[src/sv/cs_pkg.sv]
// Shared character codes and word types for the comment stripper stream.
`timescale 1ns / 1ps

package cs_pkg;

    typedef logic [7:0] byte_t;

    typedef struct packed {
        byte_t data;
        logic  last;
    } out_word_t;

    localparam byte_t CH_SEMI   = 8'h3B;
    localparam byte_t CH_SLASH  = 8'h2F;
    localparam byte_t CH_STAR   = 8'h2A;
    localparam byte_t CH_NL     = 8'h0A;
    localparam byte_t CH_DQUOTE = 8'h22;
    localparam byte_t CH_SQUOTE = 8'h27;

endpackage

[src/sv/comment_stripper_stream_top.sv]
// Comment stripper: drops line, semicolon-tail and block comments from a byte stream.
//
//  channel | dir | tdata          | tlast              | tuser
//  s_      | in  | data_byte[7:0] | end_of_stream      | -
//  m_      | out | out_byte[7:0]  | last_of_run        | -
//
//  One input word is taken per cycle while s_tready is high; its zero, one or
//  two result words enter a three-word output queue in the cycle after acceptance.
//  s_tready is high while the queue holds at most one word, so a word that
//  gives two results can hold off the next input word while the output drains.
//  m_tvalid is high whenever the queue is not empty; m_tready low holds the head.
//  aresetn (synchronous, active low) returns the scanner to normal text and
//  empties the queue.
`timescale 1ns / 1ps

module comment_stripper_stream_top (
    input  logic             aclk,
    input  logic             aresetn,
    input  logic             s_tvalid,
    output logic             s_tready,
    input  cs_pkg::byte_t    s_tdata,   // [7:0] data_byte
    input  logic             s_tlast,
    output logic             m_tvalid,
    input  logic             m_tready,
    output cs_pkg::byte_t    m_tdata,   // [7:0] out_byte
    output logic             m_tlast
);
    import cs_pkg::*;

    typedef enum logic [2:0] {
        M_NORMAL = 3'd0,
        M_SLASH  = 3'd1,
        M_LINE   = 3'd2,
        M_BLOCK  = 3'd3,
        M_BSTAR  = 3'd4,
        M_QUOTE  = 3'd5
    } mode_t;

    mode_t       mode_reg, mode_next;
    logic        quote_dbl_reg, quote_dbl_next;
    logic [1:0]  cnt_reg, cnt_next;
    out_word_t   buf_reg [3];
    out_word_t   buf_next [3];

    logic        push;
    logic        pop;
    logic [1:0]  n_res;
    byte_t       res0, res1;
    logic [1:0]  base;
    out_word_t   shifted [3];

    assign s_tready = (cnt_reg <= 2'd1);
    assign m_tvalid = (cnt_reg != 2'd0);
    assign m_tdata  = buf_reg[0].data;
    assign m_tlast  = buf_reg[0].last;
    assign push     = s_tvalid && s_tready;
    assign pop      = m_tvalid && m_tready;

    always_comb begin
        mode_next      = mode_reg;
        quote_dbl_next = quote_dbl_reg;
        n_res          = 2'd0;
        res0           = s_tdata;
        res1           = s_tdata;
        if (s_tlast) begin
            if (mode_reg == M_SLASH) begin
                n_res = 2'd1;
                res0  = CH_SLASH;
            end
            mode_next      = M_NORMAL;
            quote_dbl_next = 1'b0;
        end else begin
            case (mode_reg)
                M_SLASH: begin
                    if (s_tdata == CH_SLASH) begin
                        mode_next = M_LINE;
                    end else if (s_tdata == CH_STAR) begin
                        mode_next = M_BLOCK;
                    end else begin
                        res0 = CH_SLASH;
                        res1 = s_tdata;
                        case (s_tdata)
                            CH_SEMI: begin
                                n_res     = 2'd2;
                                mode_next = M_LINE;
                            end
                            CH_DQUOTE, CH_SQUOTE: begin
                                n_res          = 2'd2;
                                quote_dbl_next = (s_tdata == CH_DQUOTE);
                                mode_next      = M_QUOTE;
                            end
                            default: begin
                                n_res     = 2'd2;
                                mode_next = M_NORMAL;
                            end
                        endcase
                    end
                end
                M_LINE: begin
                    if (s_tdata == CH_NL) begin
                        n_res     = 2'd1;
                        mode_next = M_NORMAL;
                    end
                end
                M_BLOCK: begin
                    if (s_tdata == CH_NL) begin
                        n_res = 2'd1;
                    end else if (s_tdata == CH_STAR) begin
                        mode_next = M_BSTAR;
                    end
                end
                M_BSTAR: begin
                    if (s_tdata == CH_SLASH) begin
                        mode_next = M_NORMAL;
                    end else if (s_tdata != CH_STAR) begin
                        if (s_tdata == CH_NL) begin
                            n_res = 2'd1;
                        end
                        mode_next = M_BLOCK;
                    end
                end
                M_QUOTE: begin
                    n_res = 2'd1;
                    if (s_tdata == CH_NL ||
                        s_tdata == (quote_dbl_reg ? CH_DQUOTE : CH_SQUOTE)) begin
                        mode_next = M_NORMAL;
                    end
                end
                default: begin
                    case (s_tdata)
                        CH_SEMI: begin
                            n_res     = 2'd1;
                            mode_next = M_LINE;
                        end
                        CH_SLASH: begin
                            mode_next = M_SLASH;
                        end
                        CH_DQUOTE, CH_SQUOTE: begin
                            n_res          = 2'd1;
                            quote_dbl_next = (s_tdata == CH_DQUOTE);
                            mode_next      = M_QUOTE;
                        end
                        default: begin
                            n_res     = 2'd1;
                            mode_next = M_NORMAL;
                        end
                    endcase
                end
            endcase
        end
    end

    always_comb begin
        if (pop) begin
            shifted[0] = buf_reg[1];
            shifted[1] = buf_reg[2];
            shifted[2] = buf_reg[2];
        end else begin
            shifted = buf_reg;
        end
        base     = cnt_reg - {1'b0, pop};
        buf_next = shifted;
        cnt_next = base;
        if (push) begin
            cnt_next = base + n_res;
            for (int i = 0; i < 3; i++) begin
                if (n_res != 2'd0 && 2'(i) == base) begin
                    buf_next[i].data = res0;
                    buf_next[i].last = (n_res == 2'd1);
                end
                if (n_res == 2'd2 && 2'(i) == base + 2'd1) begin
                    buf_next[i].data = res1;
                    buf_next[i].last = 1'b1;
                end
            end
        end
    end

    always_ff @(posedge aclk) begin
        if (!aresetn) begin
            mode_reg      <= M_NORMAL;
            quote_dbl_reg <= 1'b0;
            cnt_reg       <= 2'd0;
        end else begin
            if (push) begin
                mode_reg      <= mode_next;
                quote_dbl_reg <= quote_dbl_next;
            end
            cnt_reg <= cnt_next;
        end
        buf_reg <= buf_next;
    end

    a_eos_returns_normal: assert property (@(posedge aclk) disable iff (!aresetn)
        push && s_tlast |=> mode_reg == M_NORMAL && !quote_dbl_reg)
        else $error("end of stream did not return scanner to normal");

    a_two_results_queued: assert property (@(posedge aclk) disable iff (!aresetn)
        push && n_res == 2'd2 |=> cnt_reg >= 2'd2)
        else $error("two-word result not queued");

    a_pending_slash_flushed: assert property (@(posedge aclk) disable iff (!aresetn)
        push && s_tlast && mode_reg == M_SLASH |=> m_tvalid)
        else $error("pending slash lost at end of stream");

    a_queue_not_over_full: assert property (@(posedge aclk) disable iff (!aresetn)
        cnt_reg == 2'd3 |=> cnt_reg >= 2'd2)
        else $error("output queue drained by more than one word");

endmodule
[config.mk]
export PLATFORM = sky130hd
export DESIGN_NAME = comment_stripper_stream_top
export DESIGN_NICKNAME = d
export VERILOG_FILES = /design/src/sv/cs_pkg.sv /design/src/sv/comment_stripper_stream_top.sv
export SDC_FILE = /design/constraint.sdc
export NUM_CORES = 1
export LEC_CHECK = 0
export BUFFER_PORTS_ARGS = -buffer_cell sky130_fd_sc_hd__buf_2
export CAP_MARGIN = 0
export CORE_MARGIN = 1
export CORE_UTILIZATION = 54
export DETAILED_ROUTE_END_ITERATION = 16
export PLACE_DENSITY = 0.77
export SYNTH_ARGS = -nofsm -noshare
export SYNTH_HDL_FRONTEND = slang
export SYNTH_SLANG_ARGS = --single-unit
[constraint.sdc]
create_clock -name aclk -period 4.57 [get_ports aclk]
set_clock_uncertainty 0.15 [all_clocks]
set_input_delay 0.457 -clock aclk [delete_from_list [all_inputs] [get_ports aclk]]
set_output_delay 0.457 -clock aclk [all_outputs]
set_load 0.1 [all_outputs]
==> parameters.txt <==
Parameter                              Value

Status
  Status    completed

Pwr
  Worst vdd ir    0.369 mV
  Power Dens Cells    707 nW/um^2
  Leakage power summed over all cells    0.000884 uW

Critical path
  Largest driver fanout on the critical path    19
  Sort of element at the start of the critical path    flop
  Cell depth of the worst flop-to-flop path    7
  Data required time at the worst endpoint    4.32 ns
  Critical register-to-register path startpoint    cnt_reg[1]
  Endpoint class of the critical path    flop
  Classification of the worst setup path    flop to flop
  Critical path arrival    2.90 ns
  Worst R2R Setup Slack    1.41 ns
  Capture point of the worst reg-to-reg path    buf_reg[4]

Logic synthesis
  Multiplexer fraction of the synthesized cell area    10.4%
  Synthesized instance count    227
  Synth Area in XOR/XNOR    2.06%
  Share of synthesized registers carrying an async set or reset    0%
  Synth Warn #    0
  Synthesized netlist net count    242
  Share of synthesized area occupied by flip-flops and latches    35.4%
  Mean instance size in the synthesized netlist    9.35 sq um
  Netlist area before placement    2120 sq um
  Number of different library cells in the post-synthesis netlist    55
  Fraction of the mapped netlist area in simple logic gates    23.1%
  Largest family of logic cells by synthesized area    simple AND/OR/NAND/NOR gates
  Post-synthesis compound-gate area fraction    21.4%
  Cell accounting for the most synthesized area    sky130_fd_sc_hd__dfxtp_1
  Area share of the largest cell type after synthesis    22.6%
  FF+latch count, synth    33
  Post-synthesis share of cell area spent on full adders, half adders and majority gates    1.18%
  EDFF count, synth    9
  Synth top area cells    sky130_fd_sc_hd__dfxtp_1, sky130_fd_sc_hd__edfxtp_1, sky130_fd_sc_hd__mux2i_1
  Ys flop type    sky130_fd_sc_hd__dfxtp_1

Final layout
  Final core utilization    61.3%
  Most common cell after layout, fill and taps aside    sky130_fd_sc_hd__nor2_1
  Layout overhead on the synthesized area    7.25%
  Most frequent cells in the layout    sky130_fd_sc_hd__nor2_1, sky130_fd_sc_hd__dfxtp_1, sky130_fd_sc_hd__buf_2
  Largest register FFs    18
  Area of combinational cells with multiple inputs    1230 sq um
  Final non-filler cell total    290
  Combined flip-flop and latch cell area    751 sq um
  Number of nets at the end of the flow    256
  Antenna diode instance count    0
  Share of layout cells above drive strength 1    21.5%
  Layout filler cell count    341

Floorplanning
  Placement row count    22
  Die Wd    64.7 um
  Die height    64.7 um
  Starting density of the core    57.1%
  Number of I/O pins    24
  Core Area    3720 sq um
  Die area    4190 sq um

Global routing
  Total congestion overflow    0
  Total routing resource utilization after global routing    24.5%
  Via count of the first global-routing pass    1622
  Initial antenna violation count    0
  Global-route wire length before repair    7870 um
  Largest net degree at the start of global routing    20

Clock tree
  Clock Pin Slew Worst Setup and Hold Paths    0.07 ns
  CTS max path bufs    2
  Number of buffers inserted to repair setup after CTS    0
  Hold_buf cts    0
  Clock Latency Late Sink    0.28 ns
  Number of buffers created by CTS    5
  TritonCTS clock tree    yes
  Clock sinks    33
  H-Tree Depth    2
  Resized Gates After CTS    0
  CTS Root Cell    sky130_fd_sc_hd__clkbuf_8

Drt
  Via density per instance    6.11
  First-pass detailed-route iteration total    4
  Number of antenna-violating nets in the routed design    0
  Per-cell routed wire length    15.9 um
  DRT Wirelength    4620 um
  Initial DRC Count    85
  Via count of the routed design    1773
  DRC viols    0

Placed design
  Total half-perimeter wirelength after legalization and detailed placement    3450 um
  Placed Instances    282
  GP Congestion    0.962
  Number of buffers added on ports    23

STA
  Final hold viol count    0
  Worst hold slack    0.321 ns
  Max frequency    317 MHz
  Period utilisation layout    69.1%
  Setup tns final    0 ns
  Slew at the pin with the worst max-slew slack    0.834 ns
  Setup-failing EPs final    0
  Headroom to the max-slew limit    44.4%
  Min cycle time layout    3.16 ns
  Unrepaired setup endpoints after global routing    false
  Final max-slew violation count    0

Min path
  Worst hold path startpoint    aresetn
  Worst Hold Path EP    mode_reg[1]
  Instance count along the most critical hold path    3
  Hold Crit Class    input pin to flop

Run
  Number of max-cap violations    0
==> how the worst max path moves through the flow <==
stage,start,to,slack (ns)
2_1_floorplan,cnt_reg[1],buf_reg[0],0.41
3_3_place_gp,cnt_reg[1],buf_reg[2],1.51
3_5_place_dp,cnt_reg[1],buf_reg[2],1.44
4_1_cts,cnt_reg[1],buf_reg[4],1.40
5_1_grt,cnt_reg[1],buf_reg[4],1.29
6_report,cnt_reg[1],buf_reg[4],1.41
==> layer usage <==
metal  global-route usage, %  part of all wire (%)  vias to the layer above
met5                       0                     0                        -
met4                    6.94                   1.0                        0
met3                    4.05                   5.1                        4
met2                    40.6                    47                       65
met1                    32.5                    47                      841
li1                        -                     -                      863
==> critical path, cell delays in order, from the launching register on <==
cell and delay [ns]:
sky130_fd_sc_hd__dfxtp_1 0.36, sky130_fd_sc_hd__or2_2 0.30, sky130_fd_sc_hd__nand2_1 0.07, sky130_fd_sc_hd__buf_4 0.28
sky130_fd_sc_hd__inv_1 0.08, sky130_fd_sc_hd__ha_1 0.43, sky130_fd_sc_hd__or3_1 0.42, sky130_fd_sc_hd__a21oi_1 0.68
==> stage by stage <==
stage                     instance area, sq um  setup slack, ns  total power (uW)
after floorplan                           2120            0.409              1300
after detailed placement                  2190             1.44              1400
after global placement                    2190             1.51              1380
final                                     2280             1.41              1610
after CTS                                 2280             1.40              1610
after global routing                      2280             1.29              1710
==> cell usage after synthesis, drive strengths merged (4+ instances only) <==
| library cell | number |
|---|---|
| mux2i | 13 |
| edfxtp | 9 |
| and2 | 9 |
| dfxtp | 24 |
| clkbuf | 5 |
| a21oi | 4 |
| o21ai | 10 |
| a2bb2oi | 7 |
| nand2 | 20 |
| a221o | 4 |
| mux2 | 8 |
| nor3 | 4 |
| xnor2 | 4 |
| nand3 | 4 |
| inv | 7 |
| nor2 | 28 |
| buf | 12 |
==> power breakdown <==
part	switching (uW)	internal (uW)
Clock	103	105
Sequential	47.9	405
Combinational	684	265
==> layout make-up <==
type | count | share of cell area [%]
clock buffer | 6 | 3.19
clock inverter | 2 | 0.440
inverter | 7 | 1.15
multi-input combinational | 170 | 54.2
sequential | 33 | 33.0
tap | 48 | 2.64
timing repair buffer | 24 | 5.38
==> cells by family after synthesis <==
family,count (synthesis)
XOR/XNOR,5
AND/OR/NAND/NOR,88
flip-flops,33
adder cells (fa/ha/maj),2
buffers and inverters,24
multiplexers,21
AO/OA/AOI/OAI,54
No activity file was read; power rests on OpenSTA's default activity.
